==> src/rtl/blk256_pkg.sv <==
// Package: BLAKE-256 core types, constants and helper functions.
`default_nettype none
package blk256_pkg;

  localparam int ROUND_COUNT_DEF = 14;
  localparam int SALT_REG_COUNT  = 4;
  localparam int CFG_INDEX_W     = 3;

  localparam logic [CFG_INDEX_W-1:0] CFG_SALT_WORD_0 = 3'd0;
  localparam logic [CFG_INDEX_W-1:0] CFG_SALT_WORD_1 = 3'd1;
  localparam logic [CFG_INDEX_W-1:0] CFG_SALT_WORD_2 = 3'd2;
  localparam logic [CFG_INDEX_W-1:0] CFG_SALT_WORD_3 = 3'd3;

  typedef struct packed {
    logic [31:0] msg_word;
    logic [31:0] bit_count_low;
    logic [31:0] bit_count_high;
    logic        first_block;
    logic        final_block;
  } msg_item_t;

  typedef struct packed {
    logic [31:0] digest_word;
    logic        digest_last;
  } digest_item_t;

  localparam logic [0:15][31:0] PI_CONST = '{
    32'h243F6A88, 32'h85A308D3, 32'h13198A2E, 32'h03707344,
    32'hA4093822, 32'h299F31D0, 32'h082EFA98, 32'hEC4E6C89,
    32'h452821E6, 32'h38D01377, 32'hBE5466CF, 32'h34E90C6C,
    32'hC0AC29B7, 32'hC97C50DD, 32'h3F84D5B5, 32'hB5470917
  };

  localparam logic [0:7][31:0] IV_WORDS = '{
    32'h6A09E667, 32'hBB67AE85, 32'h3C6EF372, 32'hA54FF53A,
    32'h510E527F, 32'h9B05688C, 32'h1F83D9AB, 32'h5BE0CD19
  };

  localparam logic [0:9][0:15][3:0] SIGMA = '{
    '{4'd0, 4'd1, 4'd2, 4'd3, 4'd4, 4'd5, 4'd6, 4'd7,
      4'd8, 4'd9, 4'd10, 4'd11, 4'd12, 4'd13, 4'd14, 4'd15},
    '{4'd14, 4'd10, 4'd4, 4'd8, 4'd9, 4'd15, 4'd13, 4'd6,
      4'd1, 4'd12, 4'd0, 4'd2, 4'd11, 4'd7, 4'd5, 4'd3},
    '{4'd11, 4'd8, 4'd12, 4'd0, 4'd5, 4'd2, 4'd15, 4'd13,
      4'd10, 4'd14, 4'd3, 4'd6, 4'd7, 4'd1, 4'd9, 4'd4},
    '{4'd7, 4'd9, 4'd3, 4'd1, 4'd13, 4'd12, 4'd11, 4'd14,
      4'd2, 4'd6, 4'd5, 4'd10, 4'd4, 4'd0, 4'd15, 4'd8},
    '{4'd9, 4'd0, 4'd5, 4'd7, 4'd2, 4'd4, 4'd10, 4'd15,
      4'd14, 4'd1, 4'd11, 4'd12, 4'd6, 4'd8, 4'd3, 4'd13},
    '{4'd2, 4'd12, 4'd6, 4'd10, 4'd0, 4'd11, 4'd8, 4'd3,
      4'd4, 4'd13, 4'd7, 4'd5, 4'd15, 4'd14, 4'd1, 4'd9},
    '{4'd12, 4'd5, 4'd1, 4'd15, 4'd14, 4'd13, 4'd4, 4'd10,
      4'd0, 4'd7, 4'd6, 4'd3, 4'd9, 4'd2, 4'd8, 4'd11},
    '{4'd13, 4'd11, 4'd7, 4'd14, 4'd12, 4'd1, 4'd3, 4'd9,
      4'd5, 4'd0, 4'd15, 4'd4, 4'd8, 4'd6, 4'd2, 4'd10},
    '{4'd6, 4'd15, 4'd14, 4'd9, 4'd11, 4'd3, 4'd0, 4'd8,
      4'd12, 4'd2, 4'd13, 4'd7, 4'd1, 4'd4, 4'd10, 4'd5},
    '{4'd10, 4'd2, 4'd8, 4'd4, 4'd7, 4'd6, 4'd1, 4'd5,
      4'd15, 4'd11, 4'd9, 4'd14, 4'd3, 4'd12, 4'd13, 4'd0}
  };

  localparam logic [3:0] SIGMA_LAST_ROW = 4'd9;

  function automatic logic [31:0] rotr32(input logic [31:0] x, input int n);
    rotr32 = (x >> n) | (x << (32 - n));
  endfunction

endpackage
`default_nettype wire

==> src/rtl/blake256_hash_core_top.sv <==
// BLAKE-256 core top level: message word intake, round sequencer, chain fold, digest output.
// Words one to fifteen of a block are stored in the message buffer as they are accepted.
// The sixteenth word starts compression: ROUND_COUNT rounds on the shared G quarter-step
// unit, then the chain fold, then for a final block eight digest transactions at up to one
// per cycle while digest_ready is high. Input and salt writes are held off during compression.
// Synchronous active-high reset: chain value to the IV, salt to zero, word position to zero.
`default_nettype none
module blake256_hash_core_top #(
  parameter int ROUND_COUNT = blk256_pkg::ROUND_COUNT_DEF
) (
  input  wire                                   clk,
  input  wire                                   rst,
  input  wire                                   msg_valid,
  output logic                                  msg_ready,
  input  wire blk256_pkg::msg_item_t            msg,
  output logic                                  digest_valid,
  input  wire                                   digest_ready,
  output blk256_pkg::digest_item_t              digest,
  input  wire                                   cfg_valid,
  output logic                                  cfg_ready,
  input  wire [blk256_pkg::CFG_INDEX_W-1:0]     cfg_index,
  input  wire [31:0]                            cfg_data
);
  import blk256_pkg::*;

  localparam int RW = $clog2(ROUND_COUNT);

  typedef enum logic [1:0] {ST_LOAD, ST_ROUND, ST_FOLD, ST_OUT} state_t;

  state_t                  state;
  logic [3:0]              word_pos;
  logic [15:0][31:0]       mblk;
  logic [7:0][31:0]        chain;
  logic [3:0][31:0]        salt;
  logic [3:0][3:0][31:0]   v;
  logic                    final_flag;
  logic [1:0]              phase;
  logic [2:0]              g_idx;
  logic [RW-1:0]           round;
  logic [3:0]              sig_row;
  logic [2:0]              out_idx;

  logic                    msg_take;
  logic                    block_done;
  logic [7:0][31:0]        chain_base;
  logic [3:0]              sig_p;
  logic [3:0]              sig_q;
  logic [31:0]             msg_op;
  logic [31:0]             add_x;
  logic [31:0]             add_y;
  logic [31:0]             add_z;
  logic [31:0]             sum;
  logic [31:0]             mix;
  logic [31:0]             rot;
  logic [3:0][3:0][31:0]   vcol;
  logic [3:0][3:0][31:0]   v_next;
  logic [3:0][1:0]         shift_amt;
  logic [7:0][31:0]        chain_fold;

  assign cfg_ready    = ((state == ST_LOAD) || (state == ST_OUT))
                        && !(msg_valid && (word_pos == 4'd15));
  assign msg_ready    = (state == ST_LOAD) || ((state == ST_OUT) && (word_pos != 4'd15));
  assign msg_take     = msg_valid && msg_ready;
  assign block_done   = msg_take && (word_pos == 4'd15);
  assign digest_valid = (state == ST_OUT);

  always_comb begin
    digest.digest_word = chain[out_idx];
    digest.digest_last = (out_idx == 3'd7);
  end

  always_comb begin
    for (int k = 0; k < 8; k++) begin
      chain_base[k] = msg.first_block ? IV_WORDS[k] : chain[k];
    end
  end

  always_comb begin
    sig_p  = SIGMA[sig_row][{g_idx, phase[1]}];
    sig_q  = SIGMA[sig_row][{g_idx, ~phase[1]}];
    msg_op = mblk[sig_p] ^ PI_CONST[sig_q];
    add_x  = phase[0] ? v[2][0] : v[0][0];
    add_y  = phase[0] ? v[3][0] : v[1][0];
    add_z  = phase[0] ? 32'd0 : msg_op;
    sum    = add_x + add_y + add_z;
    mix    = (phase[0] ? v[1][0] : v[3][0]) ^ sum;
    case (phase)
      2'd0:    rot = rotr32(mix, 16);
      2'd1:    rot = rotr32(mix, 12);
      2'd2:    rot = rotr32(mix, 8);
      default: rot = rotr32(mix, 7);
    endcase
    vcol = v;
    if (!phase[0]) begin
      vcol[0][0] = sum;
      vcol[3][0] = rot;
    end else begin
      vcol[2][0] = sum;
      vcol[1][0] = rot;
    end
    for (int r = 0; r < 4; r++) begin
      if (g_idx == 3'd3) begin
        shift_amt[r] = 2'(1 + r);
      end else if (g_idx == 3'd7) begin
        shift_amt[r] = 2'(1 - r);
      end else begin
        shift_amt[r] = 2'd1;
      end
    end
    for (int r = 0; r < 4; r++) begin
      for (int j = 0; j < 4; j++) begin
        if (phase == 2'd3) begin
          v_next[r][j] = vcol[r][2'(j) + shift_amt[r]];
        end else begin
          v_next[r][j] = vcol[r][j];
        end
      end
    end
  end

  always_comb begin
    for (int k = 0; k < 4; k++) begin
      chain_fold[k]     = chain[k] ^ salt[k] ^ v[0][k] ^ v[2][k];
      chain_fold[k + 4] = chain[k + 4] ^ salt[k] ^ v[1][k] ^ v[3][k];
    end
  end

  always_ff @(posedge clk) begin
    if (msg_take) begin
      mblk[word_pos] <= msg.msg_word;
    end
    if (rst) begin
      state      <= ST_LOAD;
      word_pos   <= 4'd0;
      for (int k = 0; k < 8; k++) begin
        chain[k] <= IV_WORDS[k];
      end
      salt       <= '0;
      final_flag <= 1'b0;
      phase      <= 2'd0;
      g_idx      <= 3'd0;
      round      <= '0;
      sig_row    <= 4'd0;
      out_idx    <= 3'd0;
    end else begin
      if (cfg_valid && cfg_ready && (cfg_index < CFG_INDEX_W'(SALT_REG_COUNT))) begin
        salt[cfg_index[1:0]] <= cfg_data;
      end
      if (msg_take) begin
        word_pos <= word_pos + 4'd1;
      end
      case (state)
        ST_LOAD: begin
          if (block_done) begin
            chain      <= chain_base;
            final_flag <= msg.final_block;
            v[0]       <= chain_base[3:0];
            v[1]       <= chain_base[7:4];
            for (int k = 0; k < 4; k++) begin
              v[2][k] <= salt[k] ^ PI_CONST[k];
            end
            v[3][0]    <= msg.bit_count_low ^ PI_CONST[4];
            v[3][1]    <= msg.bit_count_low ^ PI_CONST[5];
            v[3][2]    <= msg.bit_count_high ^ PI_CONST[6];
            v[3][3]    <= msg.bit_count_high ^ PI_CONST[7];
            phase      <= 2'd0;
            g_idx      <= 3'd0;
            round      <= '0;
            sig_row    <= 4'd0;
            state      <= ST_ROUND;
          end
        end
        ST_ROUND: begin
          v     <= v_next;
          phase <= phase + 2'd1;
          if (phase == 2'd3) begin
            g_idx <= g_idx + 3'd1;
            if (g_idx == 3'd7) begin
              round   <= round + RW'(1);
              sig_row <= (sig_row == SIGMA_LAST_ROW) ? 4'd0 : sig_row + 4'd1;
              if (round == RW'(ROUND_COUNT - 1)) begin
                state <= ST_FOLD;
              end
            end
          end
        end
        ST_FOLD: begin
          chain   <= chain_fold;
          out_idx <= 3'd0;
          state   <= final_flag ? ST_OUT : ST_LOAD;
        end
        ST_OUT: begin
          if (digest_ready) begin
            out_idx <= out_idx + 3'd1;
            if (out_idx == 3'd7) begin
              state <= ST_LOAD;
            end
          end
        end
        default: begin
          state <= ST_LOAD;
        end
      endcase
    end
  end

endmodule
`default_nettype wire
==> config.mk <==
export PLATFORM = sky130hd
export DESIGN_NAME = blake256_hash_core_top
export DESIGN_NICKNAME = d
export VERILOG_FILES = /design/src/rtl/blk256_pkg.sv /design/src/rtl/blake256_hash_core_top.sv
export SDC_FILE = /design/constraint.sdc
export NUM_CORES = 2
export LEC_CHECK = 0
export ABC_AREA = 1
export BUFFER_PORTS_ARGS = -buffer_cell sky130_fd_sc_hd__buf_2
export CAP_MARGIN = 0
export CELL_PAD_IN_SITES_DETAIL_PLACEMENT = 0
export CELL_PAD_IN_SITES_GLOBAL_PLACEMENT = 2
export CORE_AREA = 4 4 638 450
export CTS_CLUSTER_SIZE = 40
export DETAILED_ROUTE_END_ITERATION = 10
export DIE_AREA = 0 0 642 454
export HOLD_SLACK_MARGIN = 0.15
export PLACE_DENSITY_LB_ADDON = 0.1
export RECOVER_POWER = 25
export SYNTH_ARGS = -nofsm -noshare
export SYNTH_HDL_FRONTEND = slang
export SYNTH_SLANG_ARGS = --single-unit
==> constraint.sdc <==
create_clock -name clk -period 51.1 [get_ports clk]
set_input_delay 7.665 -clock clk [delete_from_list [all_inputs] [get_ports clk]]
set_output_delay 7.665 -clock clk [all_outputs]
set_load 0.01 [all_outputs]
### After elaboration in Yosys (flattened, before gate mapping)

Memory sizes are Yosys's and may differ from the RTL's.
Index checks and enable logic that the tools add are counted.

* bits of input ports: 138
* word-level logic and storage cells: 293
* flip-flop bits (word level): 1431
* ROM bits: 1536
* memories: 2
* output and inout bits: 36

* bitwise logic cells: 44
* multiplexer cells: 110
* equality and inequality tests: 19
* add/sub/neg operators: 17
* magnitude comparators: 23
* reductions and logical operators: 26

Memories
* (no name shown): depth 16, bits a word 64, read ports 1, clocked after Yosys merged registers in 0, wr ports 0, RTL line blake256_hash_core_top.sv:80 `sig_q = SIGMA[sig_row][{g_idx, ~phase[1]}];`
* (no name shown): depth 16, bits a word 32, read ports 1, clocked after Yosys merged registers in 0, wr ports 0, RTL line blake256_hash_core_top.sv:81 `msg_op = mblk[sig_p] ^ PI_CONST[sig_q];`

Operator list (count)
* $mux W32: 50
* $pmux W512 S2: 1
* $xor A32 B32 Y32: 26
* $bmux W32 S2: 12
* $bwmux W512: 1
* $mux W512: 1
* $pmux W256 S2: 1
* $mux W256: 1
* $bmux W32 S4: 1
* $bwmux W128: 1
* $demux W32 S4: 1
* $mux W64: 2
* $bmux W32 S3: 1
* $pmux W32 S3: 1
* $add A32 B32 Y32: 2
* $demux W32 S2: 1
* $mux W4: 10
* $lt A2 B3 Y1 const B: 13
* $bmux W4 S4: 2
* $or A16 B32 Y32: 1
* $or A20 B32 Y32: 1
* $or A24 B32 Y32: 1
* $or A25 B32 Y32: 1
* $not A14 Y14: 2
* other kinds (42): 105

### Longest topological paths before layout

* depth after elaboration: 22
* depth in mapped cells: 48
* gate-level depth less buffers: 45

### Worst setup path before layout

No wires, ideal clock.

* kind: input to register
* from: input port msg_valid
* to: register v[100] in the netlist's numbering (enable)
* setup slack: 15.594 ns
* arrival: 33.905 ns
* required time: 49.499 ns
* path buffers: 0
* stages: 6
* library setup time: 1.601 ns
* cells stage by stage: nand2_1 > inv_1 > nor2_1 > a21oi_1 > inv_1 > nor3_1

* word-level cells in the longest chain between the ends: 4

Ends and longest elaborated chain
* from (decl): RTL line blake256_hash_core_top.sv:13 `input wire msg_valid,`
* $logic_and A1 B1 Y1: RTL line blake256_hash_core_top.sv:63 `assign msg_take = msg_valid && msg_ready;`
* $logic_and A1 B1 Y1: RTL line blake256_hash_core_top.sv:64 `assign block_done = msg_take && (word_pos == 4'd15);`
* $ne A2 B2 Y1 (no line)
* $reduce_and A4 Y1 (no line)
* to (signal, indexed assignment): RTL line blake256_hash_core_top.sv:160 `v[2][k] <= salt[k] ^ PI_CONST[k];`
* to (signal assigned): RTL line blake256_hash_core_top.sv:174 `v <= v_next;`
* to (decl): RTL line blake256_hash_core_top.sv:35 `logic [3:0][3:0][31:0] v;`

No other way between the ends.
A chain may end at the register's enable or synchronous reset.

### Worst setup path after layout

* from: register sig_row[1]
* to: register v[234] in the netlist's numbering, data pin

* word-level cells in the longest chain between the ends: 22
* elaborated cells on any way between the ends: 30
* classes of those cells: add/sub: 1; mux: 19; bitwise: 8; memory: 2

Ends and longest elaborated chain
* from (decl): RTL line blake256_hash_core_top.sv:40 `logic [3:0] sig_row;`
* from (signal assigned): RTL line blake256_hash_core_top.sv:180 `sig_row <= (sig_row == SIGMA_LAST_ROW) ? 4'd0 : sig_row + 4'd1;`
* $not A4 Y5 (implied by the code) (*): RTL line blake256_hash_core_top.sv:79, blake256_hash_core_top.sv:80
* $mem_v2 Z16 W64 (*)
* $mux W64 (implied by the code) (*) (2 in series): RTL line blake256_hash_core_top.sv:80
* $bmux W4 S4: RTL line blake256_hash_core_top.sv:80
* $mux W4 (implied by the code) (2 in series): RTL line blake256_hash_core_top.sv:80
* $not A4 Y5 (implied by the code): RTL line blake256_hash_core_top.sv:81
* $mem_v2 Z16 W32
* $mux W32 (implied by the code) (2 in series): RTL line blake256_hash_core_top.sv:81
* [3 not listed]
* $xor A32 B32 Y32 (*): RTL line blake256_hash_core_top.sv:86 `mix = (phase[0] ? v[1][0] : v[3][0]) ^ sum;`
* $or A25 B32 Y32, or another cell as far along: RTL line blk256_pkg.sv:65 `rotr32 = (x >> n) | (x << (32 - n));`
* $pmux W32 S3 (*): RTL line blake256_hash_core_top.sv:87 `case (phase)`
* $mux W32 (*): RTL line blake256_hash_core_top.sv:94 `if (!phase[0]) begin`
* $bmux W32 S2 (*): RTL line blake256_hash_core_top.sv:113 `v_next[r][j] = vcol[r][2'(j) + shift_amt[r]];`
* $mux W32 (implied by the code) (*): RTL line blake256_hash_core_top.sv:113
* $mux W32 (*): RTL line blake256_hash_core_top.sv:112 `if (phase == 2'd3) begin`
* $pmux W512 S2 (*): RTL line blake256_hash_core_top.sv:152 `case (state)`

Every way passes the cells marked *; elsewhere a longest branch is shown, timed or not. The select of a mux whose other input is x is not followed.

==> impl_results.md <==
- Setup TNS: 0 ns
- Syn Nets: 10400
- Worst-Margin Slew: ~5.0 ns
- Cell mode on critical path: nand2_1
- Avg Inst Size Synth: ~8.3 sq um
- Max_cap viols: 12
- TritonCTS buffer count: ~180
- # rows: 163
- CTS tree: built
- Vias in the first global route: between 60000 and 70000
- PD cells: around 80 mW/mm^2
- IO Pins: about 170
- Vias per inst: 5.45
- Netlist cell types: 65
- WS Path Type: reg2reg
- Vias: roughly 75000
- Detailed placement HPWL: approximately 260000 um
- CP arrival: around 18 ns
- H-tree levels: 4
- Gp weighted congestion: 0.868
- Switching Share: between 50% and 60%
- DIE AREA: ~0.29 sq mm
- Setup WS post-layout: roughly 34 ns
- Failing checks: capacitance limit, slew limit
- Antenna Violating Nets Remaining: 0
- Post-CTS setup buffers: 0
- Clk buf depth: 4
- Root Buffer: clkbuf_16
- Die Ht: roughly 450 um
- Drt total wl: 396000 um
- Worst EP required: a little over 50 ns
- Achievable clock frequency: about 57 MHz
- Latest clock arrival within the worst-skew pair: roughly 0.88 ns
- Final Hold Viols: 0
- Share of layout cells above drive strength 1: under 10%
- Starting DRC count in detailed routing: 7877
- Initial antenna violation count: 61
- Hold_buf cts: 0
- GRT overflow: 0
- Commonest non-fill, non-tap cell in the layout: o21ai_0
- Nets: 10100
- Final Max Tran Viols: roughly 760
- Area delta synth->final: 11.4%
- Initial Utilization: roughly 30%
- Ys flop type: edfxtp_1
- Seq cells post-synth: 1431
- Final worst-path cycle share: 34.2%
- Setup violations, final: 0
- Max stage delay on crit path: around 3.7 ns
- RSZ-0062 raised after global routing: false
- Crit path launch type: register
- CP Capture Type: register
- Post-Syn Instances: 10100
- Minimum clock period: ~17 ns
- Port Buf Inserts: 173
- Largest net degree at the start of global routing: ~170
- Comb power frac: 62.9%
- CTS clk-pin slew, worst paths: 0.07 ns
- Status: finished with violations
- CTS-repair resized insts: 0
- Number of synthesis warnings: 0
- Psw: about 4.2 mW
- Leak Pwr: 35.1 nW
- Internal power: 3.26 mW
- Fraction of registers with async set/reset: 0%
- Share of the yosys chip area belonging to registers: 46.3%
- Slowest CP cell: nand2_1
- Routed len/inst: between 20 and 30 um
- Core area: roughly 0.28 sq mm
- Clock power frac: about 17%
- Pre-CTS WS: ~34 ns
- Drt first pass iters: 6
- Worst Path Buf+Inv: 5
- Critical-path maximum fanout: between 100 and 150
- Max VDD drop: approximately 98 uV
- Number of enable flip-flop cells after synthesis: 1024
- First-pass GRT wire length: 551000 um
- Clock Skew: about 0.06 ns
- Top Family by Delay on Critical Path: simple AND/OR/NAND/NOR gates
- Max_slew headroom: -230%
- Remaining DRCs: 0
- Reg power frac: roughly a fifth
- Gr usage total: around a quarter
- Worst hold path type: reg2reg
- Post-synthesis instance area: around 0.084 sq mm
- Die Width: between 600 and 700 um
- Commonest cells after routing, fill and taps aside: 1566 x o21ai_0, 1514 x nand2_1, 1024 x edfxtp_1
- Sink Count: 1431
per-stage QoR:
| step | instance area (sq um) | hold WS (ns) | power (mW) | cells | util [%] |
|---|---|---|---|---|---|
| 2_1_floorplan | 84000 | 0.453 | 3.96 | 10100 | - |
| 3_3_place_gp | 88200 | 0.477 | 6.12 | 13400 | 31.4 |
| 3_5_place_dp | 88200 | 0.493 | 6.11 | 13400 | 31.4 |
| 4_1_cts | 93700 | 0.509 | 7.39 | 13700 | 33.4 |
| 5_1_grt | 93500 | 0.543 | 7.82 | 13700 | 33.3 |
| 6_report | 93500 | 0.509 | 7.45 | 13700 | 33.3 |
cells in the mapped netlist, types with 13 or more instances:
| library cell | number | area, sq um |
|---|---|---|
| o31ai_1 | 65 | 488 |
| clkbuf_1 | 608 | 2280 |
| o21bai_1 | 61 | 458 |
| or2_2 | 60 | 375 |
| edfxtp_1 | 1024 | 30700 |
| o211ai_1 | 221 | 1660 |
| nor2_1 | 544 | 2040 |
| fa_1 | 32 | 641 |
| nand4_1 | 26 | 163 |
| nand2_2 | 16 | 100 |
| o221ai_1 | 15 | 131 |
| o311ai_0 | 86 | 753 |
| a31oi_1 | 175 | 1090 |
| xnor2_1 | 518 | 4540 |
| inv_1 | 853 | 3200 |
| dfxtp_1 | 407 | 8150 |
| o22ai_1 | 40 | 250 |
| xor2_1 | 237 | 2080 |
| nand2_1 | 1518 | 5700 |
| a21oi_1 | 992 | 4960 |
| o21ai_1 | 37 | 185 |
| o21ai_0 | 1567 | 7840 |
| a221oi_1 | 23 | 201 |
| buf_2 | 65 | 325 |
| ha_1 | 69 | 863 |
| buf_1 | 60 | 225 |
| buf_4 | 13 | 97.6 |
| nand3_1 | 601 | 3010 |
| nor3_1 | 24 | 120 |
state kept, by name, summed over array words and instances (netlist names), 2 cells and up:
register  flops
mblk        512
v           512
chain       256
salt        128
round         4
sig_row       4
word_pos      4
g_idx         3
out_idx       3
phase         2
state         2
per-layer routing:
layer	routed length (um)	global-route usage, %	vias to the layer above
met4	7320	4.22	26
met2	163000	38.1	2578
met1	196000	40.3	37100
met5	152	0	-
li1	-	-	34600
met3	29500	5.07	401
power groups by stage:
stage | combinational (mW) | clock, mW | sequential, mW
after floorplan | 2.44 | 0 | 1.52
after global placement | 4.60 | 0 | 1.52
after detailed placement | 4.58 | 0 | 1.53
after CTS | 4.60 | 1.29 | 1.50
after global routing | 4.97 | 1.33 | 1.52
final | 4.69 | 1.26 | 1.50
cells by family after synthesis:
family / synth area share [%]
AO/OA/AOI/OAI: 22.4
XOR/XNOR: 7.87
adder cells (fa/ha/maj): 1.79
buffers and inverters: 7.51
flip-flops: 46.3
multiplexers: 0.0477
AND/OR/NAND/NOR: 14.1
area by class of cell:
type                    instances  area [sq um]
diodes                          9          22.5
repair buffers                331          2090
flip-flops and latches       1431         38900
fillers                     29300        187000
clock buffers                 240          4880
clock inverters                69           611
well taps                    3712          4640
inverters                     869          3310
multi-input cells            7058         39100
tightest hold or removal path: stages, from the launching register on:
cell and delay [ns]:
dfxtp_1 0.35, inv_1 0.07, a21oi_1 0.05
final timing paths:
check	startpoint	endpoint	slack, ns	cells past startpoint
hold / removal	salt[69]	salt[69]	0.51	2
hold reg to reg	salt[69]	salt[69]	0.51	2
setup / recovery	sig_row[1]	v[234]	33.63	39
setup reg to reg	sig_row[1]	v[234]	33.63	39
Note: power is estimated with default switching activity, not from simulation.
